### config.mk
export PLATFORM = sky130hd
export DESIGN_NAME = twt_queue
export DESIGN_NICKNAME = d
export VERILOG_FILES = /design/src/hdl/twt_pkg.sv /design/src/hdl/twt_queue.sv
export SDC_FILE = /design/constraint.sdc
export NUM_CORES = 1
export LEC_CHECK = 0
export BUFFER_PORTS_ARGS = -buffer_cell sky130_fd_sc_hd__buf_4
export CAP_MARGIN = 20
export CORE_MARGIN = 2
export CORE_UTILIZATION = 44
export DETAILED_ROUTE_END_ITERATION = 7
export GPL_TIMING_DRIVEN = 0
export PLACE_DENSITY_LB_ADDON = 0.2
export SLEW_MARGIN = 10
export SYNTH_ARGS = -nofsm -noshare
export SYNTH_HDL_FRONTEND = slang
export SYNTH_SLANG_ARGS = --single-unit
export TNS_END_PERCENT = 20
### constraint.sdc
create_clock -name clk_i -period 1.4 [get_ports clk_i]
set_input_delay 0.07 -clock clk_i [delete_from_list [all_inputs] [get_ports clk_i]]
set_output_delay 0.07 -clock clk_i [all_outputs]
set_load 0.02 [all_outputs]
### src/hdl/twt_pkg.sv
// Shared types, constants and byte-class helpers for the word tokenizer.
// Used by twt_front, twt_queue, twt_back and text_word_tokenizer_unit.
`default_nettype none

package twt_pkg;

  // fixed field widths
  localparam int BYTE_W     = 8;
  localparam int LEN_W      = 8;
  localparam int LANE_MAX_W = 3;
  localparam int CFG_W      = 4;
  localparam int CNT_W      = 4;
  localparam int CHUNK_W    = 64;
  localparam int OUT_TDATA_W = 72;

  // byte codes
  localparam logic [BYTE_W-1:0] CH_HYPHEN   = 8'h2d;
  localparam logic [BYTE_W-1:0] CH_APOS     = 8'h27;
  localparam logic [BYTE_W-1:0] CH_ZERO     = 8'h30;
  localparam logic [BYTE_W-1:0] CH_NINE     = 8'h39;
  localparam logic [BYTE_W-1:0] CH_UPPER_A  = 8'h41;
  localparam logic [BYTE_W-1:0] CH_UPPER_Z  = 8'h5a;
  localparam logic [BYTE_W-1:0] CH_LOWER_A  = 8'h61;
  localparam logic [BYTE_W-1:0] CH_LOWER_Z  = 8'h7a;
  localparam logic [BYTE_W-1:0] CASE_OFFSET = 8'h20;

  localparam logic [CFG_W-1:0] MIN_LEN_RESET = 4'd2;

  // buffer write from front to back
  typedef struct packed {
    logic                  en;
    logic                  bank;
    logic [LEN_W-1:0]      row;
    logic [LANE_MAX_W-1:0] lane;
    logic [BYTE_W-1:0]     data;
  } twt_wr_t;

  // finished token handed to the back part
  typedef struct packed {
    logic             bank;
    logic [LEN_W-1:0] len;
  } twt_desc_t;

  // bank released by the back part
  typedef struct packed {
    logic valid;
    logic bank;
  } twt_done_t;

  function automatic logic is_digit(input logic [BYTE_W-1:0] b);
    return (b >= CH_ZERO) && (b <= CH_NINE);
  endfunction

  function automatic logic is_upper(input logic [BYTE_W-1:0] b);
    return (b >= CH_UPPER_A) && (b <= CH_UPPER_Z);
  endfunction

  function automatic logic is_lower(input logic [BYTE_W-1:0] b);
    return (b >= CH_LOWER_A) && (b <= CH_LOWER_Z);
  endfunction

endpackage

`default_nettype wire

### src/hdl/twt_queue.sv
// Two-entry queue of finished token descriptors between front and back.
// Depends on twt_pkg.
`default_nettype none

module twt_queue (
  input  wire                 clk_i,
  input  wire                 rst_ni,
  input  wire                 push_i,
  input  twt_pkg::twt_desc_t  push_desc_i,
  output logic                full_o,
  output logic                valid_o,
  output twt_pkg::twt_desc_t  head_o,
  input  wire                 pop_i
);

  twt_pkg::twt_desc_t entry_q [2];
  logic               wptr_q, rptr_q;
  logic [1:0]         count_q;
  logic               do_push, do_pop;

  assign full_o  = (count_q == 2'd2);
  assign valid_o = (count_q != 2'd0);
  assign head_o  = entry_q[rptr_q];
  assign do_push = push_i && !full_o;
  assign do_pop  = pop_i && valid_o;

  // storage
  always_ff @(posedge clk_i) begin
    if (do_push) begin
      entry_q[wptr_q] <= push_desc_i;
    end
  end

  // pointers and fill level
  always_ff @(posedge clk_i or negedge rst_ni) begin
    if (!rst_ni) begin
      wptr_q  <= 1'b0;
      rptr_q  <= 1'b0;
      count_q <= 2'd0;
    end else begin
      if (do_push) begin
        wptr_q <= !wptr_q;
      end
      if (do_pop) begin
        rptr_q <= !rptr_q;
      end
      case ({do_push, do_pop})
        2'b10:   count_q <= count_q + 2'd1;
        2'b01:   count_q <= count_q - 2'd1;
        default: count_q <= count_q;
      endcase
    end
  end

endmodule

`default_nettype wire

==> After elaboration in Yosys (flattened, before gate mapping) <==
Memories as Yosys holds them, arrays and structs flattened.
Cells that the tools add are included.
{ "totals": {"memories": 1, "in_bits": 13, "romBits": 0, "ramBits": 18, "latchBits": 0, "register_bits": 4, "word_cells": 19} }
{ "mem_list": {"columns": ["name", "words", "word_bits", "read_ports", "rd_clocked_by_memory_dff", "wr", "line", "source"], "rows": [
  ["entry_q", 2, 9, 1, 0, 1, "twt_queue.sv:16", "twt_pkg::twt_desc_t entry_q [2];"]
]} }
{ "op_classes": {"multipliers": 0, "order_cmp": 0, "n_eq_ne": 3, "div_mod_pow": 0, "bitwise": 0, "shift": 0, "n_mux": 3, "n_addsub": 2, "n_reduce_logical": 7} }
{ "ops": {"columns": ["operator", "n"], "rows": [
  ["$eq A2 B2 Y1 const B", 2],
  ["$pmux W2 S2", 1],
  ["$reduce_bool A2 Y1", 2],
  ["$logic_not A1 Y1", 3],
  ["$add A2 B1 Y2 const B", 1],
  ["$eq A2 B1 Y1 const B", 1],
  ["$logic_and A1 B1 Y1", 2],
  ["$mux W1", 2],
  ["$sub A2 B1 Y2 const B", 1]
]} }

==> Logic depth before layout (Yosys ltp) <==
{ "logic_depth": {"depth_word": 5, "depth_mapped": 6} }

==> Worst setup path before layout <==
No wires, ideal clock.
{ "synth_path": {"path_type": "register to register", "start": "reg count_q[0]", "end": "reg count_q[1]", "setup_slack_ns": -0.120, "arrival_ns": 1.440, "setup_time_ns": 0.079, "path_stages_with_launch": 6, "cell_sequence": "dfrtp_1 -> or2_1 -> and2_4 -> ha_1 -> nor2_1 -> xor2_1"} }
{ "synth_via": {"elab_cells_between_ends": 11, "cone_classes": "add/sub (2); eq/ne (3); mux (1); reduce/logical (5)"} }
{ "synth_rtl": {"columns": ["element", "line", "source"], "rows": [
  ["start: declaration", "twt_queue.sv:18", "logic [1:0] count_q;"],
  ["start signal: assignment", "twt_queue.sv:48", "2'b10: count_q <= count_q + 2'd1;"],
  ["start signal: assignment", "twt_queue.sv:49", "2'b01: count_q <= count_q - 2'd1;"],
  ["start signal: assignment", "twt_queue.sv:50", "default: count_q <= count_q;"],
  ["$reduce_bool A2 Y1 *", "twt_queue.sv:22", "assign valid_o = (count_q != 2'd0);"],
  ["named net valid_o", "twt_queue.sv:11", "output logic valid_o,"],
  ["$logic_and A1 B1 Y1 *", "twt_queue.sv:25", "assign do_pop = pop_i && valid_o;"],
  ["named net do_pop", "twt_queue.sv:19", "logic do_push, do_pop;"],
  ["$eq A2 B1 Y1 / $eq A2 B2 Y1 (equally long branches)", "twt_queue.sv:47", "case ({do_push, do_pop})"],
  ["$pmux W2 S2 / $reduce_bool A2 Y1 (equally long branches)", null, null]
]} }
Mark *: on every way through the listed nets, which the timed path passes. The rest lies on a longest branch.
A chain may end at the register's enable or synchronous reset.

==> Worst setup path in the final report <==
{ "layout_path": {"start": "reg count_q[0]", "end": "reg count_q[1]"} }
{ "layout_via": {"elab_cells_between_ends": 11, "cone_classes": "add/sub (2); eq/ne (3); mux (1); reduce/logical (5)"} }
{ "layout_rtl": {"columns": ["element", "line"], "rows": [
  ["$reduce_bool A2 Y1 *", "twt_queue.sv:22"],
  ["$logic_and A1 B1 Y1 *", "twt_queue.sv:25"],
  ["named net do_pop", "twt_queue.sv:19"],
  ["$eq A2 B1 Y1 / $eq A2 B2 Y1 (equally long branches)", "twt_queue.sv:47"],
  ["$pmux W2 S2 / $reduce_bool A2 Y1 (equally long branches)", null]
]} }
Marked as above.

==> impl_results.rst <==
.. list-table::
   :header-rows: 1

   * - Metric
     - Value
   * - Final Cycle Share
     - 107.4%
   * - Setup WS post-layout
     - -103.7 ps
   * - Element type at the critical path end
     - flop
   * - Final design instance area without fill
     - 1290 um^2
   * - Biggest cell delay along the critical path
     - 470 ps
   * - Drt wl/cell
     - between 10 and 15 um
   * - Count of antenna diodes in the layout
     - 0
   * - Internal power contribution
     - 0.001694 W
   * - Final count of hold timing violations
     - 0
   * - Yosys warns
     - 0
   * - Detailed-placement wirelength estimate
     - 898 um
   * - Number of buffers added by the clock tree synthesis step
     - 3
   * - Final nets
     - 100
   * - Data required time of the worst path
     - 1630 ps
   * - Worst EP arrival
     - roughly 1700 ps
   * - Comb pwr share
     - 49.3%
   * - Sort of element at the start of the critical path
     - flop
   * - Number of vias per cell
     - 4.618
   * - Largest net degree at the start of global routing
     - 13
   * - Worst-Skew Late Latency
     - about 300 ps
   * - Levels on crit path
     - 6
   * - Proportion of synthesized chip area in sequential cells
     - 75.74%
   * - DR iter-0 viols
     - 5
   * - Reg-to-reg setup timing slack
     - -100 ps
   * - Leakage component of the power
     - 0.5316 nW
   * - Status
     - finished with violations
   * - Critical Path Slowest Stage Cell
     - sky130_fd_sc_hd__dfrtp_1
   * - Total DRC errors in the routed layout
     - 0
   * - Proportion of total power due to net switching
     - about 34%
   * - Unrepaired setup endpoints after global routing
     - true
   * - Placed Instance Area
     - 1067 um^2
   * - Clk root buf
     - sky130_fd_sc_hd__clkbuf_4
   * - Sequential group share of total power
     - around 40%
   * - Number of flip-flops and latches in the synthesized netlist
     - 22
   * - Multiplexer fraction of the synthesized cell area
     - 11.98%
   * - Worst slew slack as a fraction of its limit
     - 82.69%
   * - Number of standard cells in the layout, taps in and fillers out
     - 110
   * - Die outline height
     - 47.85 um
   * - Ratio of total power to cell area
     - 1990 nW/um^2
   * - Number of instances in the synthesized netlist
     - 46
   * - Global route overflow
     - 0
   * - Row Count
     - 15
   * - Post-synthesis share of cell area spent on and, or, nand and nor gates
     - under 10%
   * - Cell Count Post-Placement
     - 94
   * - GRT Total Usage
     - 13.61%
   * - Antenna violations before repair
     - 0
   * - Post-synthesis compound-gate area fraction
     - 0%
   * - Final count of negative-setup-slack endpoints
     - 2
   * - Number of port buffers
     - 23
   * - Maximum achievable frequency
     - 0.6650 GHz
   * - Top Ports
     - 24
   * - Worst Hold Class
     - in2reg
   * - Terminus of the critical flop-to-flop path
     - count_q[1]
   * - Buffers from clock root to sink, at most
     - 2
   * - Core Box Area
     - 1764 um^2
   * - First-pass GRT wire length
     - 2.042 mm
   * - Switching pwr
     - slightly below 0.0009 W
   * - Final hold slack
     - 87.32 ps
   * - Via count of the first global-routing pass
     - ~510
   * - Filler instances
     - around 130
   * - Clock power frac
     - 11.0%
   * - CP bufs+invs
     - 0
   * - Clock Skew
     - 3.786 ps
   * - Time the worst path needs with I/O delays and setup
     - 1504 ps
   * - Largest family of logic cells by synthesized area
     - multiplexers
   * - CTS tree
     - done
   * - Net count of the mapped netlist
     - 60
   * - Capture point of the worst path
     - count_q[1]
   * - Source of the worst register-to-register timing path
     - count_q[0]
   * - Worst IR Drop VDD
     - about 1.6 mV
   * - Clock sink total
     - 22
   * - Synth Area in XOR/XNOR
     - 5.178%
   * - Worst Reg-to-Reg Cells
     - 6
   * - Routability-driven placement congestion ratio
     - approximately 0.64
   * - Total area of multi-input combinational cells
     - approximately 270 um^2
   * - Number of maximum-capacitance violations
     - 0
   * - Adder-cell share of the synthesized area
     - 1.479%
   * - Number of detailed-routing iterations run before antenna repair
     - 4
   * - Setup Total Neg Slack
     - -116.6 ps
   * - Horizontal die dimension
     - 47.85 um
   * - Number of max-slew violations in the final report
     - 0
   * - Violations in the final reports
     - setup timing
   * - Worst setup path startpoint
     - count_q[0]
   * - Avg Cell Area, Syn
     - roughly 18 um^2
   * - Layout area overhead
     - 52.52%
   * - Area enclosed by the die boundary
     - 2289 um^2
   * - Post-synthesis cell area
     - 845.8 um^2
   * - Routed wire length
     - 1.571 mm
   * - CTS clock-pin slew for the worst setup and hold paths
     - 120 ps
   * - Type of the worst setup path
     - reg2reg
   * - Routed via count
     - 508
   * - Maximum fanout along the worst path
     - 4
   * - Initial standard-cell utilization of the core
     - 47.94%
   * - Worst-margin pin slew
     - 259.6 ps
   * - Residual antenna-violating net count after detailed routing
     - 0
   * - Cells along the critical path
     - or2_4 > and2_4 > ha_4 > xnor2_2 > nor2_2 > xor2_1
   * - Area taken by flip-flops and latches
     - ~640 um^2
   * - Htree depth
     - 1
   * - Layout cells sized above 1
     - between 50% and 60%
   * - Family of cells with the greatest summed delay on the critical path
     - simple AND/OR/NAND/NOR gates
   * - Unique cell type count in the Yosys netlist
     - 14
worst register-to-register path: stages (launching register included):
cell and delay (ps):
sky130_fd_sc_hd__dfrtp_1 470, sky130_fd_sc_hd__or2_4 280, sky130_fd_sc_hd__and2_4 160, sky130_fd_sc_hd__ha_4 160
sky130_fd_sc_hd__xnor2_2 120, sky130_fd_sc_hd__nor2_2 100, sky130_fd_sc_hd__xor2_1 150
routing by layer:
layer  global-route usage, %  wire length (um)  vias up
met2                   25.60               856       15
met3                   2.264                43        0
met4                   4.865                 0        0
li1                        -                 -      245
met5                       0                 0        -
met1                   15.27               671      248
logic make-up (layout without fill, tap and decap cells):
logic type	Yosys count	in the layout
flip-flops	22	22
multiplexers	9	9
AND/OR/NAND/NOR	7	8
XOR/XNOR	5	5
buffers and inverters	2	40
adder cells (fa/ha/maj)	1	1
what timing repair did:
item	CTS	global route
hold buffers	10	0
cloned	0	1
setup endpoints to repair	19	29
resized for setup	3	19
buffers inserted	0	1
hold endpoints to repair	22	0
pin swaps	1	2
power by group through the flow:
stage	clock network, W	registers [W]	logic, W
finish	0.000283	0.00102	0.00127
global route	0.000306	0.00103	0.00135
CTS	0.000287	0.000995	0.00105
detailed placement	0	0.00100	0.000991
global placement	0	0.000991	0.000981
floorplan	0	0.000983	0.000669
per-stage QoR:
step	power (W)	utilization, %	setup slack [ps]
floorplan	0.001652	-	-54.57
finish	0.002567	73.12	-103.7
CTS	0.002328	68.30	-102.4
global route	0.002693	73.12	-148.5
detailed placement	0.001993	60.50	-131.2
global placement	0.001972	60.50	-105.3
cells in the final DEF (no fill, tap or decap):
master                          instances
sky130_fd_sc_hd__mux2_4                 8
sky130_fd_sc_hd__mux2_2                 1
sky130_fd_sc_hd__edfxtp_1              18
sky130_fd_sc_hd__nand2b_1               1
sky130_fd_sc_hd__nor2_2                 1
sky130_fd_sc_hd__buf_4                 18
sky130_fd_sc_hd__ha_4                   1
sky130_fd_sc_hd__or2_4                  1
sky130_fd_sc_hd__buf_6                  7
sky130_fd_sc_hd__nand2_2                1
sky130_fd_sc_hd__clkbuf_4               3
sky130_fd_sc_hd__xnor2_1                2
sky130_fd_sc_hd__inv_1                  1
sky130_fd_sc_hd__dlygate4sd3_1         10
sky130_fd_sc_hd__xnor2_2                1
sky130_fd_sc_hd__and2_4                 1
sky130_fd_sc_hd__and3_2                 1
sky130_fd_sc_hd__xor2_1                 2
sky130_fd_sc_hd__nor2_4                 2
sky130_fd_sc_hd__dfrtp_1                4
sky130_fd_sc_hd__clkinv_1               1
state kept, by name, indices dropped and copies added, names as in the netlist:
signal,flops
count_q,2
rptr_q,1
wptr_q,1
entry_q,18
worst min-delay path by stage:
stage,depth (start not counted),slack (ps),end,from
after global placement,1,-130,count_q[0],rst_ni
final,3,90,rptr_q,pop_i
after floorplan,0,-230,count_q[0],rst_ni
after global routing,3,90,rptr_q,pop_i
after CTS,2,80,wptr_q,rst_ni
after detailed placement,1,-130,wptr_q,rst_ni
synthesized netlist by cell type:
cell / number / area [um^2]
sky130_fd_sc_hd__xor2_1: 2 / 17.52
sky130_fd_sc_hd__inv_1: 1 / 3.750
sky130_fd_sc_hd__and3_1: 1 / 6.260
sky130_fd_sc_hd__ha_1: 1 / 12.51
sky130_fd_sc_hd__mux2_2: 9 / 101.4
sky130_fd_sc_hd__xnor2_1: 3 / 26.28
sky130_fd_sc_hd__or2_1: 1 / 6.260
sky130_fd_sc_hd__nand2b_1: 1 / 6.260
sky130_fd_sc_hd__edfxtp_1: 18 / 540.5
sky130_fd_sc_hd__nand2_1: 1 / 3.750
sky130_fd_sc_hd__buf_2: 1 / 5.000
sky130_fd_sc_hd__and2_4: 1 / 8.760
sky130_fd_sc_hd__nor2_1: 2 / 7.510
sky130_fd_sc_hd__dfrtp_1: 4 / 100.1
layout make-up:
| cell class | instances | share of cell area, % |
|---|---|---|
| Clock inverter | 1 | 0.2910 |
| Tap cell | 25 | 2.425 |
| Sequential cell | 22 | 49.66 |
| Inverter | 1 | 0.2910 |
| Clock buffer | 3 | 1.746 |
| Multi-Input combinational cell | 23 | 21.24 |
| Timing Repair Buffer | 34 | 23.47 |
| Buffer | 1 | 0.8729 |
(Power assumes the default switching activity.)
