--- src/hdl/twt_pkg.sv ---
// Shared types, constants and byte-class helpers for the word tokenizer.
// Used by twt_front, twt_queue, twt_back and text_word_tokenizer_unit.
`default_nettype none

package twt_pkg;

  // fixed field widths
  localparam int BYTE_W     = 8;
  localparam int LEN_W      = 8;
  localparam int LANE_MAX_W = 3;
  localparam int CFG_W      = 4;
  localparam int CNT_W      = 4;
  localparam int CHUNK_W    = 64;
  localparam int OUT_TDATA_W = 72;

  // byte codes
  localparam logic [BYTE_W-1:0] CH_HYPHEN   = 8'h2d;
  localparam logic [BYTE_W-1:0] CH_APOS     = 8'h27;
  localparam logic [BYTE_W-1:0] CH_ZERO     = 8'h30;
  localparam logic [BYTE_W-1:0] CH_NINE     = 8'h39;
  localparam logic [BYTE_W-1:0] CH_UPPER_A  = 8'h41;
  localparam logic [BYTE_W-1:0] CH_UPPER_Z  = 8'h5a;
  localparam logic [BYTE_W-1:0] CH_LOWER_A  = 8'h61;
  localparam logic [BYTE_W-1:0] CH_LOWER_Z  = 8'h7a;
  localparam logic [BYTE_W-1:0] CASE_OFFSET = 8'h20;

  localparam logic [CFG_W-1:0] MIN_LEN_RESET = 4'd2;

  // buffer write from front to back
  typedef struct packed {
    logic                  en;
    logic                  bank;
    logic [LEN_W-1:0]      row;
    logic [LANE_MAX_W-1:0] lane;
    logic [BYTE_W-1:0]     data;
  } twt_wr_t;

  // finished token handed to the back part
  typedef struct packed {
    logic             bank;
    logic [LEN_W-1:0] len;
  } twt_desc_t;

  // bank released by the back part
  typedef struct packed {
    logic valid;
    logic bank;
  } twt_done_t;

  function automatic logic is_digit(input logic [BYTE_W-1:0] b);
    return (b >= CH_ZERO) && (b <= CH_NINE);
  endfunction

  function automatic logic is_upper(input logic [BYTE_W-1:0] b);
    return (b >= CH_UPPER_A) && (b <= CH_UPPER_Z);
  endfunction

  function automatic logic is_lower(input logic [BYTE_W-1:0] b);
    return (b >= CH_LOWER_A) && (b <= CH_LOWER_Z);
  endfunction

endpackage

`default_nettype wire

--- src/hdl/twt_back.sv ---
// Back part: holds the two-bank token buffer and drains finished tokens as
// chunks into the output register. Depends on twt_pkg.
`default_nettype none

module twt_back #(
  parameter int MAX_TOKEN_BYTES = 250,
  parameter int CHUNK_BYTES     = 8
) (
  input  wire                                   clk_i,
  input  wire                                   rst_ni,
  input  twt_pkg::twt_wr_t                      wr_i,
  input  wire                                   q_valid_i,
  input  twt_pkg::twt_desc_t                    q_head_i,
  output logic                                  q_pop_o,
  output twt_pkg::twt_done_t                    done_o,
  output logic                                  out_valid_o,
  input  wire                                   out_ready_i,
  output logic [twt_pkg::CHUNK_W-1:0]           out_chunk_o,
  output logic [twt_pkg::CNT_W-1:0]             out_cnt_o,
  output logic                                  out_last_o
);

  localparam int ROWS   = (MAX_TOKEN_BYTES + CHUNK_BYTES - 1) / CHUNK_BYTES;
  localparam int ROW_W  = (ROWS > 1) ? $clog2(ROWS) : 1;
  localparam int LANE_W = (CHUNK_BYTES > 1) ? $clog2(CHUNK_BYTES) : 1;
  localparam int ADDR_W = ROW_W + 1;
  localparam int DEPTH  = 2 ** ADDR_W;
  localparam logic [twt_pkg::LEN_W-1:0] CHUNK_LEN = twt_pkg::LEN_W'(CHUNK_BYTES);

  localparam logic ST_IDLE = 1'b0;
  localparam logic ST_RUN  = 1'b1;

  logic [twt_pkg::BYTE_W-1:0] mem_q [CHUNK_BYTES][DEPTH];
  logic [twt_pkg::BYTE_W-1:0] rd_q  [CHUNK_BYTES];

  logic                      state_q, state_d;
  logic                      bank_q, bank_d;
  logic [ROW_W-1:0]          row_q, row_d;
  logic [twt_pkg::LEN_W-1:0] rem_q, rem_d;

  logic                       out_valid_q;
  logic [twt_pkg::CHUNK_W-1:0] out_chunk_q;
  logic [twt_pkg::CNT_W-1:0]  out_cnt_q;
  logic                       out_last_q;

  logic                       rd_en;
  logic [ADDR_W-1:0]          rd_addr;
  logic [ADDR_W-1:0]          wr_addr;
  logic [LANE_W-1:0]          wr_lane;
  logic                       out_free;
  logic                       load;
  logic [twt_pkg::CNT_W-1:0]  take;
  logic                       is_last;
  logic [twt_pkg::CHUNK_W-1:0] chunk_d;

  assign wr_addr = {wr_i.bank, wr_i.row[ROW_W-1:0]};
  assign wr_lane = wr_i.lane[LANE_W-1:0];

  // token buffer, one byte lane per chunk position
  always_ff @(posedge clk_i) begin
    for (int k = 0; k < CHUNK_BYTES; k++) begin
      if (wr_i.en && (wr_lane == LANE_W'(k))) begin
        mem_q[k][wr_addr] <= wr_i.data;
      end
      if (rd_en) begin
        rd_q[k] <= mem_q[k][rd_addr];
      end
    end
  end

  // chunk size and masking of the read row
  assign take    = (rem_q >= CHUNK_LEN) ? twt_pkg::CNT_W'(CHUNK_BYTES)
                                        : rem_q[twt_pkg::CNT_W-1:0];
  assign is_last = (rem_q <= CHUNK_LEN);

  always_comb begin
    chunk_d = '0;
    for (int k = 0; k < CHUNK_BYTES; k++) begin
      if (twt_pkg::CNT_W'(k) < take) begin
        chunk_d[8*k +: 8] = rd_q[k];
      end
    end
  end

  assign out_free = !out_valid_q || out_ready_i;

  // drain sequencer
  always_comb begin
    state_d     = state_q;
    bank_d      = bank_q;
    row_d       = row_q;
    rem_d       = rem_q;
    rd_en       = 1'b0;
    rd_addr     = {bank_q, row_q};
    q_pop_o     = 1'b0;
    load        = 1'b0;
    done_o.valid = 1'b0;
    done_o.bank  = bank_q;
    case (state_q)
      ST_IDLE: begin
        if (q_valid_i) begin
          q_pop_o = 1'b1;
          bank_d  = q_head_i.bank;
          rem_d   = q_head_i.len;
          row_d   = '0;
          rd_en   = 1'b1;
          rd_addr = {q_head_i.bank, {ROW_W{1'b0}}};
          state_d = ST_RUN;
        end
      end
      ST_RUN: begin
        if (out_free) begin
          load  = 1'b1;
          rem_d = rem_q - twt_pkg::LEN_W'(take);
          if (is_last) begin
            done_o.valid = 1'b1;
            state_d      = ST_IDLE;
          end else begin
            row_d   = row_q + ROW_W'(1);
            rd_en   = 1'b1;
            rd_addr = {bank_q, row_q + ROW_W'(1)};
          end
        end
      end
      default: begin
        state_d = ST_IDLE;
      end
    endcase
  end

  // sequencer control
  always_ff @(posedge clk_i or negedge rst_ni) begin
    if (!rst_ni) begin
      state_q     <= ST_IDLE;
      out_valid_q <= 1'b0;
    end else begin
      state_q <= state_d;
      if (load) begin
        out_valid_q <= 1'b1;
      end else if (out_ready_i) begin
        out_valid_q <= 1'b0;
      end
    end
  end

  // sequencer payload and output register
  always_ff @(posedge clk_i) begin
    bank_q <= bank_d;
    row_q  <= row_d;
    rem_q  <= rem_d;
    if (load) begin
      out_chunk_q <= chunk_d;
      out_cnt_q   <= take;
      out_last_q  <= is_last;
    end
  end

  assign out_valid_o = out_valid_q;
  assign out_chunk_o = out_chunk_q;
  assign out_cnt_o   = out_cnt_q;
  assign out_last_o  = out_last_q;

endmodule

`default_nettype wire

--- config.mk ---
export PLATFORM = sky130hd
export DESIGN_NAME = twt_back
export DESIGN_NICKNAME = d
export VERILOG_FILES = /design/src/hdl/twt_pkg.sv /design/src/hdl/twt_back.sv
export SDC_FILE = /design/constraint.sdc
export NUM_CORES = 2
export LEC_CHECK = 0
export BUFFER_PORTS_ARGS = -buffer_cell sky130_fd_sc_hd__buf_4
export CORE_AREA = 2 2 616 618
export DETAILED_ROUTE_END_ITERATION = 6
export DIE_AREA = 0 0 618 620
export HOLD_SLACK_MARGIN = 0.08
export PLACE_DENSITY_LB_ADDON = 0.05
export SLEW_MARGIN = 20
export SYNTH_ARGS = -nofsm -noshare
export SYNTH_HDL_FRONTEND = slang
export SYNTH_MEMORY_MAX_BITS = 65536
export SYNTH_SLANG_ARGS = --single-unit
--- constraint.sdc ---
create_clock -name clk_i -period 3.5 [get_ports clk_i]
set_clock_uncertainty 0.1 [all_clocks]
set_input_delay 0.175 -clock clk_i [delete_from_list [all_inputs] [get_ports clk_i]]
set_output_delay 0.175 -clock clk_i [all_outputs]
set_load 0.01 [all_outputs]
### Yosys cells after proc, flatten, opt, wreduce, memory -nomap -nowiden

Memory sizes are Yosys's and may differ from the RTL's. A register that Yosys moved wholly into a read port is not among the register bits.
Index checks and enable logic that the tools add are counted.

* $add $sub $neg: 2
* $lt $le $gt $ge: 13
* equality and inequality tests: 10
* muxes and demuxes: 91
* bitwise operators: 3
* reduce and logical (&&, ||, !) cells: 31

Operator list (number)
* $mux 512: 22
* $reduce_or 512->1: 7
* $bmux 8 s6: 8
* $mux 8: 19
* $demux 8 s6: 1
* $mux 5: 5
* $mux 1: 22
* $mux 3: 7
* $lt 3x4->1 const A: 4
* $pmux 8 s2: 1
* $ge 7x7->1 const B: 2
* $not 6->7: 2
* $eq 3x3->1 const B: 4
* $pmux 6 s2: 1
* $pmux 5 s2: 1
* $logic_and 1x1->1: 9
* $logic_not 1->1: 9
* $ge 8x4->1 const B: 1
* $le 8x4->1 const B: 1
* $lt 1x4->1 const A: 2
* $lt 2x4->1 const A: 2
* $sub 8x4->8: 1
* $lt 7x1->1 const B: 1
* $eq 3x2->1 const B: 2
* other kinds (13): 16

* register bits after elaboration: 21
* memory bits (writable): 4160
* input port bits: 34
* output and inout bits: 73
* word-level logic and storage cells: 159
* memories kept: 2

Memory list
* mem_q: depth 8, width 512, read ports 8, clocked after Yosys merged registers in 0, wr ports 1, line twt_back.sv:33 `logic [twt_pkg::BYTE_W-1:0] mem_q [CHUNK_BYTES][DEPTH];`
* rd_q: depth 8, width 8, read ports 8, clocked after Yosys merged registers in 8, wr ports 8, line twt_back.sv:34 `logic [twt_pkg::BYTE_W-1:0] rd_q [CHUNK_BYTES];`

### Depth between registers and ports, before layout

* depth after elaboration: 14
* gate-level depth with buffers: 15
* mapped depth without buffers: 10

### Worst setup path after synthesis

OpenSTA, ideal clock, no wires.

* path kind: reg2reg
* start: register rem_q[6] (netlist name)
* end: memory rd_q[4][7] (netlist name), data pin
* setup time: 0.270 ns
* arrival: 3.018 ns
* data required time: 3.130 ns
* setup slack: 0.113 ns
* cell stages (with the launch flop): 14
* path buffers: 5
* clock period less this slack: 3.387 ns
* path through: edfxtp_1 or4_4 buf_6 o211ai_2 nand2_1 o22ai_2 buf_2 buf_4 buf_4 buf_2 nand3_1 o2111ai_1 o211ai_1 nor4b_2

RTL lines
* start, declared: line twt_back.sv:39 `logic [twt_pkg::LEN_W-1:0] rem_q, rem_d;`
* start signal, assigned: line twt_back.sv:150 `rem_q <= rem_d;`
* end, declared: line twt_back.sv:34

==> run metrics <==
Worst Setup Start Kind=flip-flop; Rows=between 200 and 250; RSZ-0062 raised after global routing=true; Post-DRT Antenna Nets=0; Die X-Extent=approximately 600 um; number of global-route vias before repair=just over 100k; syn nets=between 10000 and 15000; Slew HR=0.135; static leakage=between 0.07 and 0.08 uW; Slew Limit Fails=0; Top Family by Delay on Critical Path=simple AND/OR/NAND/NOR gates; Post-Synthesis Cells=10500; Hold Startpoint=wr_i[4]; Met1 Wirelength=245 mm; top layer in use=met5; FF-to-FF setup slack=-0.33 ns; area leader, netlist=edfxtp_1; post-route setup slack=-0.325 ns; Netlist cell types=70; Setup WS pre-CTS=-1.14 ns; Tcrit/Tclk final=1.09; slowest CP cell=mux4_2; crit end category=flip-flop; layout cells sized above 1=0.261; Die H=620 um; setup TNS=-15.27 ns; R2R depth=14; Via density=approximately 6; Area growth, synth to finish=24.4%; Power Density=just under 900 nW/um2; Area contributors post-synth=edfxtp_1 75%, mux2i_1 4.9%, nand2_1 3.6%, mux4_2 3.1%, a221o_1 1.8%; wire length per cell=33.9 um; Worst Hold End=mem_q[1][236]$_DFFE_PP_; outcome=complete, but fails checks; DRC=0; Slowest Stage Delay on Critical Path=about 0.50 ns; clk sinks=between 4000 and 5000; synthesized area=between 150000 and 200000 um2; multi-input logic area=around 41000 um2; grt total ovfl=0; CTS Buffer Depth=4; CP arrival=approximately 4.5 ns; WL met2=between 200 and 300 mm; CTS Buf Count=between 400 and 500; largest net degree at the start of global routing=156; IO Count=107; Routed WL=between 500 and 600 mm; Final HPWL DP=396 mm; Pwr Total=187000 uW; hold path depth=2; DRT iter0 DRCs=between 10000 and 15000; Core ar.=approximately 380000 um2; synthesized flop and latch total=approximately 4200; storage element area=around 130000 um2; Die ar.=~380000 um2; Hold Crit Class=input port to flip-flop; Worst Path Max Fanout=7; Worst Path Class, Setup=flip-flop to flip-flop; share of the synthesized area in the top cell type=0.754; DR pass1 iterations=6; ys async rst share=0.000471; failing checks=negative setup slack; final hold violations=0; Least-Margin Pin Slew=1.29 ns; hold_ws=0.153 ns; sequential share of the synthesized area=0.754; TritonCTS clock tree=built; Post-synth EDFFs=about 4200; first-pass GRT wire length=821 mm; Total GRT Usage=0.306; number of antenna violations at the first check in global routing=a little over 70; reg2reg end=rd_q[6][1]$_DFFE_PP_; syn avg cell area=16.0 um2; total length of routed met3 wires=~48 mm; f_max=261 MHz; Clock Latency Late Sink=just under 1 ns; number of H-tree levels=5; Core Util, Final=0.557; maximum VDD drop=between 0.6 and 0.7 mV; via count=around 110k; CP Data Required Time=approximately 4.1 ns; Final setup viols=64; Worst R2R Start=rem_q[6]$_DFFE_PP_; Most used DFF post-synth=edfxtp_1; final net count=~12000; Syn. warnings=0; post-layout min period=~3.8 ns; GP Congestion=0.927; Max-Cap Viols=0; buffers plus inverters on the worst setup path=7; Starting Density=0.448; clock-pin slew on the worst setup and hold paths=~0.07 ns; Critical Path, Cell by Cell=buf_6, nor4_4, a2111oi_4, nor3_2, buf_6, buf_12, buf_12, buf_16, buf_4, mux4_2, nor2b_1, nor4_4, buf_4, nor4b_2; Port-buffer cells=103; CTS Root Cell=clkbuf_16; Fillers=about 30000
registers in the layout, summed over array words and instances (netlist names):
| register | cells |
|---|---|
| out_cnt_o | 4 |
| bank_q | 1 |
| row_q | 5 |
| out_chunk_o | 64 |
| out_valid_o | 1 |
| rem_q | 8 |
| rd_q | 64 |
| mem_q | 4096 |
| out_last_o | 1 |
| state_q | 1 |
how the worst max path moves through the flow:
| stage | slack, ns | startpoint | endpoint | cells after the start |
|---|---|---|---|---|
| 2_1_floorplan | 0.11 | rem_q[6]$_DFFE_PP_ | rd_q[4][7]$_DFFE_PP_ | 13 |
| 3_3_place_gp | -1.13 | rem_q[6]$_DFFE_PP_ | rd_q[3][6]$_DFFE_PP_ | 13 |
| 3_5_place_dp | -1.14 | rem_q[6]$_DFFE_PP_ | rd_q[3][6]$_DFFE_PP_ | 13 |
| 4_1_cts | -0.27 | rem_q[7]$_DFFE_PP_ | rd_q[4][4]$_DFFE_PP_ | 13 |
| 5_1_grt | -0.39 | rem_q[6]$_DFFE_PP_ | rd_q[4][0]$_DFFE_PP_ | 16 |
| 6_report | -0.33 | rem_q[6]$_DFFE_PP_ | rd_q[6][1]$_DFFE_PP_ | 14 |
report_power, final:
group / switching [uW] / internal (uW)
clock network: 20100 / 26700
registers: 928 / 57400
logic: 46400 / 35900
metal layers:
layer / track usage / up-vias
met5: 0 / -
met4: 0.119 / 24
met3: 0.0539 / 918
met2: 0.487 / 4867
met1: 0.421 / 55600
li1: - / 44800
worst register-to-register path, cell delays in order (launching register included):
cell and delay [ns]:
edfxtp_1 0.43, buf_6 0.15, nor4_4 0.36, a2111oi_4 0.13
nor3_2 0.20, buf_6 0.22, buf_12 0.17, buf_12 0.17
buf_16 0.17, buf_4 0.14, mux4_2 0.50, nor2b_1 0.18
nor4_4 0.41, buf_4 0.19, nor4b_2 0.04
cells in the mapped netlist, types with 41 or more instances:
master,instances
nor2b_1,192
and3_1,157
buf_1,46
buf_2,214
a211oi_1,44
nor2_1,589
o22ai_1,44
nand2_1,1625
and2_1,53
nor4_1,157
a21oi_1,281
a221o_1,305
clkbuf_1,384
a311oi_1,171
o2111ai_1,54
mux2i_1,821
o211ai_1,63
a32o_1,43
nor4b_2,41
nand3_1,394
mux4_2,233
a2111oi_0,48
edfxtp_1,4243
cell usage in the layout (no fill, tap or decap), types with 36 or more instances in the layout:
cell type / count
clkbuf_1: 87
a32o_1: 36
mux2i_1: 801
nor4_1: 56
a21oi_1: 230
nor2_1: 580
and3_1: 156
buf_12: 247
o22ai_1: 38
clkbuf_16: 467
buf_16: 62
a311oi_2: 113
bufinv_16: 43
mux4_2: 233
nor4_2: 59
diode_2: 40
o211ai_1: 63
nor2b_1: 163
a311oi_1: 57
clkinv_1: 101
a221o_1: 301
and2_1: 51
clkinv_2: 94
buf_4: 1461
dlygate4sd3_1: 50
o2111ai_1: 45
nor4_4: 43
nand2_1: 1603
a2111oi_0: 41
edfxtp_1: 4243
buf_6: 93
a21oi_2: 46
nand3_1: 387
through the flow:
step / cells / instance area [um2]
floorplan: 10500 / 169000
global placement: 16500 / 188000
detailed placement: 16500 / 188000
CTS: 17600 / 208000
global route: 17700 / 210000
finish: 17700 / 210000
layout make-up:
cell class / instances / area share
Antenna cell: 40 / 0.000476
Clock buffer: 538 / 0.0553
Clock inverter: 279 / 0.0123
Inverter: 9 / 0.000173
Multi-Input combinational cell: 5576 / 0.197
Sequential cell: 4245 / 0.607
Tap cell: 5016 / 0.0299
Timing Repair Buffer: 1982 / 0.0984
what timing repair did:
| action | in CTS | in global routing |
|---|---|---|
| pin swaps | 154 | 108 |
| hold buffers | 50 | 0 |
| endpoints found under the setup margin | 64 | 64 |
| cloned | 33 | 16 |
| gates resized for setup | 502 | 256 |
| setup buffers | 142 | 75 |
| hold endpoints to repair | 4292 | 0 |
logic make-up after synthesis:
family / count (synthesis) / synth area share
AND/OR/NAND/NOR: 3291 / 0.0886
flip-flops: 4245 / 0.754
XOR/XNOR: 6 / 0.000311
other: 1 / 0.0000222
multiplexers: 1060 / 0.0801
adder cells (fa/ha/maj): 2 / 0.000148
buffers and inverters: 709 / 0.0191
AO/OA/AOI/OAI: 1216 / 0.0574
(Power assumes the default switching activity.)
