File: config.mk
export PLATFORM = sky130hd
export DESIGN_NAME = twt_front
export DESIGN_NICKNAME = d
export VERILOG_FILES = /design/src/hdl/twt_pkg.sv /design/src/hdl/twt_front.sv
export SDC_FILE = /design/constraint.sdc
export NUM_CORES = 1
export LEC_CHECK = 0
export BUFFER_PORTS_ARGS = -buffer_cell sky130_fd_sc_hd__buf_4
export CELL_PAD_IN_SITES_DETAIL_PLACEMENT = 1
export CELL_PAD_IN_SITES_GLOBAL_PLACEMENT = 1
export CORE_MARGIN = 8
export CORE_UTILIZATION = 41
export CTS_CLUSTER_DIAMETER = 150
export CTS_CLUSTER_SIZE = 28
export DETAILED_ROUTE_END_ITERATION = 12
export PLACE_DENSITY = 0.79
export SKIP_LAST_GASP = 1
export SYNTH_ARGS = -nofsm -noshare
export SYNTH_HDL_FRONTEND = slang
export SYNTH_SLANG_ARGS = --single-unit
File: constraint.sdc
create_clock -name clk_i -period 4.11 [get_ports clk_i]
set_clock_uncertainty 0.2 [all_clocks]
set_input_delay 0.2055 -clock clk_i [delete_from_list [all_inputs] [get_ports clk_i]]
set_output_delay 0.2055 -clock clk_i [all_outputs]
set_load 0.03 [all_outputs]
File: src/hdl/twt_pkg.sv
// Shared types, constants and byte-class helpers for the word tokenizer.
// Used by twt_front, twt_queue, twt_back and text_word_tokenizer_unit.
`default_nettype none

package twt_pkg;

  // fixed field widths
  localparam int BYTE_W     = 8;
  localparam int LEN_W      = 8;
  localparam int LANE_MAX_W = 3;
  localparam int CFG_W      = 4;
  localparam int CNT_W      = 4;
  localparam int CHUNK_W    = 64;
  localparam int OUT_TDATA_W = 72;

  // byte codes
  localparam logic [BYTE_W-1:0] CH_HYPHEN   = 8'h2d;
  localparam logic [BYTE_W-1:0] CH_APOS     = 8'h27;
  localparam logic [BYTE_W-1:0] CH_ZERO     = 8'h30;
  localparam logic [BYTE_W-1:0] CH_NINE     = 8'h39;
  localparam logic [BYTE_W-1:0] CH_UPPER_A  = 8'h41;
  localparam logic [BYTE_W-1:0] CH_UPPER_Z  = 8'h5a;
  localparam logic [BYTE_W-1:0] CH_LOWER_A  = 8'h61;
  localparam logic [BYTE_W-1:0] CH_LOWER_Z  = 8'h7a;
  localparam logic [BYTE_W-1:0] CASE_OFFSET = 8'h20;

  localparam logic [CFG_W-1:0] MIN_LEN_RESET = 4'd2;

  // buffer write from front to back
  typedef struct packed {
    logic                  en;
    logic                  bank;
    logic [LEN_W-1:0]      row;
    logic [LANE_MAX_W-1:0] lane;
    logic [BYTE_W-1:0]     data;
  } twt_wr_t;

  // finished token handed to the back part
  typedef struct packed {
    logic             bank;
    logic [LEN_W-1:0] len;
  } twt_desc_t;

  // bank released by the back part
  typedef struct packed {
    logic valid;
    logic bank;
  } twt_done_t;

  function automatic logic is_digit(input logic [BYTE_W-1:0] b);
    return (b >= CH_ZERO) && (b <= CH_NINE);
  endfunction

  function automatic logic is_upper(input logic [BYTE_W-1:0] b);
    return (b >= CH_UPPER_A) && (b <= CH_UPPER_Z);
  endfunction

  function automatic logic is_lower(input logic [BYTE_W-1:0] b);
    return (b >= CH_LOWER_A) && (b <= CH_LOWER_Z);
  endfunction

endpackage

`default_nettype wire

File: src/hdl/twt_front.sv
// Front part: accepts text bytes, classifies them, tracks the open token and
// writes its bytes into the token buffer. Depends on twt_pkg.
`default_nettype none

module twt_front #(
  parameter int MAX_TOKEN_BYTES = 250,
  parameter int CHUNK_BYTES     = 8
) (
  input  wire                              clk_i,
  input  wire                              rst_ni,
  input  wire                              cfg_wen_i,
  input  wire  [twt_pkg::CFG_W-1:0]        cfg_wdata_i,
  input  wire                              in_valid_i,
  output logic                             in_ready_o,
  input  wire  [twt_pkg::BYTE_W-1:0]       in_byte_i,
  input  wire                              in_eod_i,
  output twt_pkg::twt_wr_t                 wr_o,
  output logic                             push_o,
  output twt_pkg::twt_desc_t               push_desc_o,
  input  wire                              q_full_i,
  input  twt_pkg::twt_done_t               done_i
);

  localparam int ROWS   = (MAX_TOKEN_BYTES + CHUNK_BYTES - 1) / CHUNK_BYTES;
  localparam int ROW_W  = (ROWS > 1) ? $clog2(ROWS) : 1;
  localparam int LANE_W = (CHUNK_BYTES > 1) ? $clog2(CHUNK_BYTES) : 1;
  localparam logic [twt_pkg::LEN_W-1:0] MAX_LEN   = twt_pkg::LEN_W'(MAX_TOKEN_BYTES);
  localparam logic [LANE_W-1:0]         LAST_LANE = LANE_W'(CHUNK_BYTES - 1);

  logic [twt_pkg::LEN_W-1:0] len_q, len_d;
  logic                      pend_q, pend_d;
  logic                      alld_q, alld_d;
  logic [ROW_W-1:0]          row_q, row_d;
  logic [LANE_W-1:0]         lane_q, lane_d;
  logic                      wb_q, wb_d;
  logic [1:0]                busy_q, busy_d;
  logic [twt_pkg::CFG_W-1:0] min_q;

  logic [ROW_W-1:0]          row1, row2;
  logic [LANE_W-1:0]         lane1, lane2;
  logic                      fire;

  // next two byte positions after the current one
  always_comb begin
    if (lane_q == LAST_LANE) begin
      row1  = row_q + ROW_W'(1);
      lane1 = '0;
    end else begin
      row1  = row_q;
      lane1 = lane_q + LANE_W'(1);
    end
    if (lane1 == LAST_LANE) begin
      row2  = row1 + ROW_W'(1);
      lane2 = '0;
    end else begin
      row2  = row1;
      lane2 = lane1 + LANE_W'(1);
    end
  end

  assign in_ready_o = !busy_q[wb_q] && !q_full_i;
  assign fire       = in_valid_i && in_ready_o;

  // token tracking for one accepted byte
  always_comb begin
    logic                      word;
    logic                      joiner;
    logic                      dig;
    logic                      finish;
    logic                      kept;
    logic [twt_pkg::BYTE_W-1:0] folded;

    dig    = twt_pkg::is_digit(in_byte_i);
    word   = dig || twt_pkg::is_upper(in_byte_i) || twt_pkg::is_lower(in_byte_i);
    joiner = (in_byte_i == twt_pkg::CH_HYPHEN) || (in_byte_i == twt_pkg::CH_APOS);
    folded = twt_pkg::is_upper(in_byte_i) ? in_byte_i + twt_pkg::CASE_OFFSET : in_byte_i;
    finish = 1'b0;
    kept   = 1'b0;

    len_d  = len_q;
    pend_d = pend_q;
    alld_d = alld_q;
    row_d  = row_q;
    lane_d = lane_q;
    wb_d   = wb_q;
    busy_d = busy_q;

    wr_o.en   = 1'b0;
    wr_o.bank = wb_q;
    wr_o.row  = twt_pkg::LEN_W'(row_q);
    wr_o.lane = twt_pkg::LANE_MAX_W'(lane_q);
    wr_o.data = folded;

    push_o           = 1'b0;
    push_desc_o.bank = wb_q;
    push_desc_o.len  = '0;

    if (fire) begin
      if (pend_q && !word) begin
        finish = 1'b1;
      end else if (word) begin
        wr_o.en = 1'b1;
        if (pend_q) begin
          // joiner already sits at the current position
          wr_o.row  = twt_pkg::LEN_W'(row1);
          wr_o.lane = twt_pkg::LANE_MAX_W'(lane1);
          len_d     = len_q + twt_pkg::LEN_W'(2);
          alld_d    = 1'b0;
          row_d     = row2;
          lane_d    = lane2;
        end else begin
          len_d  = len_q + twt_pkg::LEN_W'(1);
          alld_d = alld_q && dig;
          row_d  = row1;
          lane_d = lane1;
        end
        pend_d = 1'b0;
        if (len_d >= MAX_LEN) begin
          finish = 1'b1;
        end
      end else if (joiner && (len_q != '0)) begin
        if (len_q + twt_pkg::LEN_W'(1) >= MAX_LEN) begin
          finish = 1'b1;
        end else begin
          // park the joiner at the next slot, length unchanged
          pend_d  = 1'b1;
          wr_o.en = 1'b1;
        end
      end else if (len_q != '0) begin
        finish = 1'b1;
      end

      if (in_eod_i) begin
        finish = 1'b1;
      end

      if (finish) begin
        kept = (len_d != '0) && (len_d >= twt_pkg::LEN_W'(min_q)) && !alld_d;
        if (kept) begin
          push_o          = 1'b1;
          push_desc_o.len = len_d;
          busy_d[wb_q]    = 1'b1;
          wb_d            = !wb_q;
        end
        len_d  = '0;
        pend_d = 1'b0;
        alld_d = 1'b1;
        row_d  = '0;
        lane_d = '0;
      end
    end

    // release of a drained bank
    if (done_i.valid) begin
      busy_d[done_i.bank] = 1'b0;
    end
  end

  // state registers
  always_ff @(posedge clk_i or negedge rst_ni) begin
    if (!rst_ni) begin
      len_q  <= '0;
      pend_q <= 1'b0;
      alld_q <= 1'b1;
      row_q  <= '0;
      lane_q <= '0;
      wb_q   <= 1'b0;
      busy_q <= '0;
      min_q  <= twt_pkg::MIN_LEN_RESET;
    end else begin
      len_q  <= len_d;
      pend_q <= pend_d;
      alld_q <= alld_d;
      row_q  <= row_d;
      lane_q <= lane_d;
      wb_q   <= wb_d;
      busy_q <= busy_d;
      if (cfg_wen_i) begin
        min_q <= cfg_wdata_i;
      end
    end
  end

endmodule

`default_nettype wire

---- Word level (Yosys, flattened, before mapping) ----
Cells that the tools add are included.
word-level totals
  input bits .............................. 20
  word-level logic and storage cells ...... 128
  output and inout bits ................... 32
  register bits ........................... 25
operators by class
  equal/unequal tests ..................... 6
  add/subtract/negate cells ............... 7
  magnitude comparators ................... 13
  bitwise operators ....................... 3
  muxes and demuxes ....................... 64
  reduce and logical (&&, ||, !) cells .... 27
operator list
  kind                                                                                 count
  8-bit 2-to-1 mux                                                                     16
  1-bit 2-to-1 mux                                                                     30
  5-bit 2-to-1 mux                                                                     6
  3-bit 2-to-1 mux                                                                     6
  8-bit by 6-bit == test with 1-bit output, second input constant                      2
  8-bit by 7-bit greater-or-equal comparator with 1-bit output, second input constant  2
  8-bit greater-or-equal comparator, second input constant                             2
  8-bit by 7-bit <= comparator with 1-bit output, second input constant                2
  8-bit nonzero test                                                                   2
  1-bit logical AND                                                                    12
  5-bit by 1-bit adder with 5-bit output, second input constant                        2
  8-bit by 1-bit adder with 8-bit output, second input constant                        1
  8-bit by 2-bit adder with 8-bit output, second input constant                        1
  8-bit by 6-bit adder with 8-bit output, second input constant                        1
  8-bit by 4-bit greater-or-equal comparator with 1-bit output                         1
  8-bit by 6-bit greater-or-equal comparator with 1-bit output, second input constant  1
  8-bit by 6-bit <= comparator with 1-bit output, second input constant                1
  2-bit 2-to-1 mux                                                                     4
  3-bit by 1-bit adder with 3-bit output, second input constant                        2
  3-bit == test, second input constant                                                 2
  3-bit AND reduction                                                                  2
  1-bit zero test                                                                      5
  1-bit by 2-bit < comparator with 1-bit output, second input constant                 2
  4-bit AND reduction                                                                  1
  other kinds (10)                                                                     14

---- Logic depth before layout (Yosys ltp) ----
Gate-level depths: netlist of the first run.
  word-level depth ........................ 19
  gate-level depth with buffers ........... 20
  depth with buffers taken out ............ 18

---- Worst setup path after synthesis of the first run ----
OpenSTA, ideal clock, no wires.
  path kind ............................... input to output
  from .................................... in in_byte_i[1] (netlist bit)
  to ...................................... out push_desc_o[4] (netlist bit)
  slack ................................... -0.056 ns
  data arrival time ....................... 3.761 ns
  path buffers ............................ 2
  stages .................................. 18
  data required time ...................... 3.704 ns
  cell sequence ........................... or2_0 -> or4_1 -> a21oi_2 -> o211ai_2 -> clkbuf_1 -> a21oi_1 -> nor2_1 -> a211oi_1 -> inv_1 -> ha_1 -> nand2_1 -> o21ai_0 -> o41ai_1 -> a31oi_1 -> o32ai_1 -> or3_1 -> buf_6 -> nor2_1
RTL lines
  what                RTL line         text
  start: declaration  twt_front.sv:15  input wire [twt_pkg::BYTE_W-1:0] in_byte_i,
  end: declaration    twt_front.sv:19  output twt_pkg::twt_desc_t push_desc_o,

==> summary.txt, run 1 <==
Global routing
  • Number of global-route vias before repair: 2667
  • Gr usage total: 18.13%
  • Initial antenna violation count: 0
  • Largest net degree at the start of global routing: 26
  • First-pass GRT wire length: about 13000 um
  • Gr ovfl total: 0

STA
  • Slew headroom: 57.59%
  • Setup TNS: 0 ps
  • RSZ-0062 raised after global routing: yes
  • Final slew viol count: 0
  • Fmax: approximately 250 MHz
  • Final Critical Period: 3992 ps
  • Final setup fails: 0
  • WHS: around 6.6 ps
  • Hold Violations, Final: 0
  • Post-route worst setup slack: 118.3 ps
  • Worst slew pin tran: between 600 and 700 ps
  • Final Cycle Share: 97.12%

Run
  • Max-Cap Viols: 0

Floorplan
  • Num rows: 28
  • Die Height: 94.34 um
  • Starting Density: 42.50%
  • I/O Pins: 52
  • Die Area: 8900 sq um
  • DIE WIDTH: ~94 um
  • Core area: 5921 sq um

Route
  • Drt first pass iters: 4
  • WL final: 8344 um
  • DRC viols: 0
  • DR iter-0 viols: 91
  • Via count: 2570
  • Final antenna-violating net count: 0
  • Avg WL per Cell: approximately 19 um
  • Via/cell ratio: 5.698

Power and ir drop
  • Leak Pwr: 1.436 nW
  • Tot Pwr: 1.104 mW
  • VDD IR max: 0.1885 mV
  • PD cells: 336.3 nW/um^2

Yosys
  • Synthesized area: about 2500 sq um
  • Synth Area in XOR/XNOR: 7.260%
  • Syn. warnings: 0
  • Area leader, netlist: dfrtp_1
  • Count leader, synth: nand2_1
  • Top cells by area, synth: dfrtp_1 23%, nand2_1 7.8%, ha_1 7.5%
  • Largest family of logic cells by synthesized area: simple AND/OR/NAND/NOR gates
  • FFs w/ async S/R, synth: 100.0%
  • Synth cell count leaders: 52 x nand2_1, 25 x o21ai_0, 23 x dfrtp_1
  • Post-synthesis mux area share: 3.829%
  • Post-Syn Area per Cell: around 8 sq um
  • Adder-cell share of the synthesized area: 7.459%
  • Synth Area in Simple Gates: around 25%
  • Compound-gate portion of the synthesized area: a little under a quarter
  • Sequential area share after synthesis: 24.96%
  • Share of the synthesized area in the top cell type: 22.87%
  • Post-synth EDFFs: 0
  • Yosys cell types: 64
  • Ys flop type: dfrtp_1
  • Yosys reg bits: 25
  • Post-Synthesis Cells: about 320

Setup path
  • CP Launch Type: primary input
  • CP Capture Type: output pin
  • CP Data Required Time: 3700 ps
  • Kind of critical path: in2out
  • Max FO, Critical Path: 6
  • R2r setup slk: 640 ps
  • Worst path arrival time: 3590 ps

Placement
  • Worst slack, placed: -143.5 ps
  • Post-DP HPWL: 6038 um
  • Placed cell areas: between 2000 and 3000 sq um
  • Global placer's final weighted congestion: 0.9112
  • DP Cell Count: about 430
  • Port-buffer cells: 48

Clocking
  • Worst-Skew Late Latency: 280 ps
  • TritonCTS clock tree: done
  • Clock Pin Slew Worst Setup and Hold Paths: 100 ps
  • Clk buf depth: 2
  • Cts bufs inserted: 3
  • H-tree depth: 1
  • Clock sinks: 25
  • Root Driver: clkbuf_8

Cells and area
  • Util after Layout: between 50% and 60%
  • Multi-input logic area: 1799 sq um
  • Sequential Area: approximately 630 sq um
  • Layout cells sized above 1: 31.38%
  • Post-layout instance area: 3283 sq um
  • Area grow syn2layout: 30.48%
  • Fillers: slightly above 700
  • Number of diodes: 0
  • Nets: 412
  • Fin cells: 451

Status
  • Status: complete, no violations

Min path
  • Hold Crit Class: in2reg
==> worst paths after layout <==
path / startpoint / end / cells past startpoint
setup / recovery: in_byte_i[1] / push_desc_o[6] / 18
hold / removal: done_i[1] / busy_q[1] / 4
setup reg to reg: len_q[2] / wb_q / 13
hold reg to reg: busy_q[0] / busy_q[0] / 2
max in group asynchronous: rst_ni / min_q[1] / 2
min in group asynchronous: rst_ni / busy_q[1] / 2
==> layer usage <==
metal	track usage, %	vias to the layer above	wire, um
met5	0	-	0
met4	7.926	0	228
met2	31.11	55	4119
li1	-	1223	-
met3	2.460	16	303
met1	22.05	1276	3692
==> repair_timing <==
action,4_1_cts,5_1_grt
endpoints found under the hold margin,29,0
endpoints found under the setup margin,9,9
hold buffers,6,0
pin swaps,2,5
setup buffers,2,7
gates resized for setup,6,34
==> cells in the final DEF (no fill, tap or decap), types with 4 or more instances in the layout <==
| cell type | instances |
|---|---|
| nor2_1 | 18 |
| a31oi_1 | 5 |
| xnor2_1 | 9 |
| nand3_1 | 12 |
| xor2_1 | 9 |
| ha_1 | 14 |
| nand4_1 | 4 |
| o31ai_1 | 4 |
| mux2i_1 | 4 |
| mux2_2 | 5 |
| o21ai_1 | 4 |
| nor3_1 | 4 |
| a21oi_1 | 9 |
| inv_1 | 13 |
| dlygate4sd3_1 | 6 |
| o21ai_0 | 22 |
| nor2b_1 | 6 |
| buf_6 | 11 |
| dfrtp_1 | 23 |
| nand2b_1 | 7 |
| nand2_1 | 51 |
| nor2_2 | 4 |
| buf_4 | 61 |
==> cell type report <==
type / instances / area share [%]
multi-input combinational: 253 / 54.80
timing repair buffer: 79 / 20.01
sequential: 25 / 19.13
tap: 75 / 2.858
inverter: 15 / 1.791
clock buffer: 3 / 1.258
clock inverter: 1 / 0.1524
==> critical path: stages <==
cell and delay, ps:
buf_8 100, buf_4 130, a2111oi_2 430, nand3_1 270, o211ai_4 210, buf_6 170
o21ai_1 70, a31oi_1 220, inv_1 70, ha_1 280, a21oi_1 80, o21ai_2 160
a21boi_1 250, o32ai_2 130, or3_4 370, buf_4 180, a21oi_2 110, buf_6 140
==> power breakdown <==
part	internal [mW]	switching (mW)
combinational	0.249	0.351
sequential	0.283	0.0667
clock	0.0681	0.0867
total	0.600	0.504
==> sequential cells by signal, summed over array words and instances, names as in the netlist <==
register,cells
len_q,8
busy_q,2
min_q,4
lane_q,3
wb_q,1
alld_q,1
pend_q,1
row_q,5
==> logic make-up (layout without fill, tap and decap cells) <==
group	Yosys count	count (layout)
flip-flops	25	25
AND/OR/NAND/NOR	128	128
adder cells (fa/ha/maj)	15	15
multiplexers	9	9
buffers and inverters	40	98
XOR/XNOR	20	20
other	1	3
AO/OA/AOI/OAI	78	78
Note: power is estimated with default switching activity, not from simulation.
==> inputs of run 2 (changes only) <==
Settings changed: GPL_TIMING_DRIVEN from default to 0.
==> run 2 against run 1 <==
Effect of this change: the flow now finishes with violations (negative setup slack); first-iteration DRC count increased by 43%; sequential share of layout area decreased by 1.3 points; maximum frequency is 3.1% lower; highest routed layer unchanged.
==> summary.txt, run 2 (synthesis gave the netlist of run 1 again) <==
STA
  • Fmax: 242.7 MHz (-3.1%)
  • RSZ-0062 raised after global routing: yes
  • Slew headroom: 61.08% (+3.5 points)
  • Final Critical Period: 4121 ps (+129.3 ps)
  • Final setup fails: 4 (+4)
  • Hold Violations, Final: 0 (unchanged)
  • Worst slew pin tran: 576.5 ps (-59.71 ps)
  • WHS: 11.01 ps (+4.446 ps)
  • Final slew viol count: 0 (unchanged)
  • Final Cycle Share: 100.3% (+3.1 points)
  • Post-route worst setup slack: -10.99 ps (-129.3 ps)

Cells and area
  • Area grow syn2layout: 40.03%
  • Max FFs per register: 8 (unchanged)
  • Biggest register: len_q
  • Commonest cells after routing, fill and taps aside: 77 x buf_4, 51 x nand2_1, 23 x dfrtp_1
  • Biggest regs: len_q x8, row_q x5, min_q x4
  • Number of diodes: 0 (unchanged)
  • Commonest non-fill, non-tap cell in the layout: buf_4
  • Layout cells sized above 1: 35.25% (+3.9 points)
  • Nets: 436 (+5.8%)

Clocking
  • TritonCTS clock tree: done
  • Clock sinks: 25 (unchanged)
  • Root Driver: clkbuf_8
  • H-tree depth: 1 (unchanged)
  • Clock Pin Slew Worst Setup and Hold Paths: 100 ps (about the same)
  • Worst-Skew Late Latency: 290 ps (about the same)
  • Clk buf depth: 2 (unchanged)
  • Cts bufs inserted: 3 (unchanged)

Power and ir drop
  • Clock share of power: 14.3% (+0.3 points)
  • Switch Pwr: 0.5443 mW (+8.0%)
  • Internal Pwr Total: 0.6310 mW (+5.2%)
  • Leak Pwr: 1.547 nW (+7.7%)
  • PD cells: 333.6 nW/um^2 (-0.81%)
  • Sequential share of power: 27.7% (-4.0 points)
  • Combinational cell fraction of total power: 58.0% (+3.7 points)
  • Switching share of power: 46.31% (+0.65 points)
  • Tot Pwr: 1.175 mW (+6.4%)
  • VDD IR max: 0.2334 mV (+24%)

Floorplan
  • Die Area: 8900 sq um (unchanged)
  • Num rows: 28 (unchanged)
  • Core area: 5921 sq um (unchanged)
  • I/O Pins: 52 (unchanged)
  • DIE WIDTH: 94.34 um (unchanged)
  • Die Height: 94.34 um (unchanged)
  • Starting Density: 42.50% (unchanged)

Status
  • Status: finished, violations left
  • Failing checks: negative setup slack

Global routing
  • Grt peak-use layer: met2
  • Met3 Usage GRT: 3.254% (+0.79 points)
  • Grt met1 use: 21.15% (-0.90 points)
  • M2 GR Usage: 35.34% (+4.2 points)
  • Largest net degree at the start of global routing: 26 (unchanged)
  • Initial antenna violation count: 0 (unchanged)
  • Gr ovfl total: 0 (unchanged)
  • Gr usage total: 18.92% (+0.79 points)
  • Number of global-route vias before repair: 2774 (+4.0%)
  • First-pass GRT wire length: 13640 um (+3.9%)

Route
  • WL final: 8914 um (+6.8%)
  • Final antenna-violating net count: 0 (unchanged)
  • Via count: 2678 (+4.2%)
  • DRC viols: 0 (unchanged)
  • DR iter-0 viols: 130 (+43%)
  • Via/cell ratio: 5.638 (-1.1%)
  • Drt first pass iters: 4 (unchanged)
  • Avg WL per Cell: 18.77 um (+1.4%)

Setup path
  • Max FO, Critical Path: 10 (+4)
  • CP Data Required Time: 3700 ps (about the same)
  • CP Launch Point: in_byte_i[5]
  • Crit Reg-Reg Startpoint: len_q[0]
  • Kind of critical path: in2out
  • CP Capture Type: output pin
  • CP Launch Type: primary input
  • Worst path arrival time: 3720 ps (+130 ps)

Run
  • Max-Cap Viols: 0 (unchanged)

Placement
  • Port-buffer cells: 48 (unchanged)
  • Global placer's final weighted congestion: 0.8444 (-7.3%)
  • Post-DP HPWL: 6111 um (+1.2%)

Min path
  • Hold Path Origin: done_i[0]
  • Hold Crit Class: in2reg
run 2: power groups by stage:
stage | clock [mW] | combinational (mW) | sequential, mW
after global routing | 0.176 | 0.739 | 0.331
after global placement | 0 | 0.546 | 0.327
after floorplan | 0 | 0.399 | 0.317
final | 0.168 | 0.681 | 0.326
after detailed placement | 0 | 0.563 | 0.328
after CTS | 0.169 | 0.605 | 0.325
run 2: path summary, 6_finish.rpt:
kind / depth (start not counted) / end / slack (ps)
setup / recovery: 20 / push_desc_o[2] / -10
hold / removal: 4 / busy_q[1] / 10
setup reg to reg: 16 / wb_q / 460
hold reg to reg: 2 / busy_q[1] / 290
max in group asynchronous: 2 / min_q[1] / 3230
min in group asynchronous: 2 / len_q[7] / 160
run 2: layout make-up:
class                           count  area, sq um
Fill cell                         705         2397
Clock buffer                        3        41.29
Inverter                           15        61.31
Clock inverter                      1        7.507
Multi-Input combinational cell    253         1874
Buffer                             25        178.9
Timing Repair Buffer               78        638.1
Tap cell                           75        93.84
Sequential cell                    25        628.1
run 2: metrics by stage:
stage / instance area [sq um] / utilization, % / setup TNS [ps] / cells / setup slack, ps
final: 3523 / 59.51 / -20.23 / 475 / -10.99
after global routing: 3523 / 59.51 / -1088 / 475 / -148.6
after CTS: 3282 / 55.43 / -4.307 / 464 / -4.199
after detailed placement: 2980 / 50.34 / -8357 / 441 / -828.9
after global placement: 2980 / 50.34 / -6710 / 441 / -688.8
after floorplan: 2526 / - / -130.0 / 318 / -43.32
run 2: timing repair:
| item | CTS | global route |
|---|---|---|
| endpoints found under the setup margin | 10 | 9 |
| setup buffers | 13 | 10 |
| resized for setup | 20 | 41 |
| pin swaps | 7 | 3 |
| hold endpoints to repair | 29 | 0 |
| cloned | 0 | 1 |
| hold buffers | 6 | 0 |
run 2: critical path, stage by stage:
cell       delay [ps]
buf_4             130
inv_6              40
buf_4             140
a2111oi_2         330
nand3_1           270
buf_4             220
o211a_1           150
buf_6             160
a211oi_4          280
inv_2              70
ha_4              280
nand2_4            50
o21ai_4           150
o41ai_2           110
a31oi_1           190
o32ai_2           130
or3_4             350
buf_4             180
nor2_1             90
buf_4             170
run 2: routing by layer:
layer / routed length (um) / vias to the layer above
met1: 3764 / 1318
met4: 218 / 0
li1: - / 1280
met3: 296 / 19
met5: 0 / -
met2: 4634 / 61
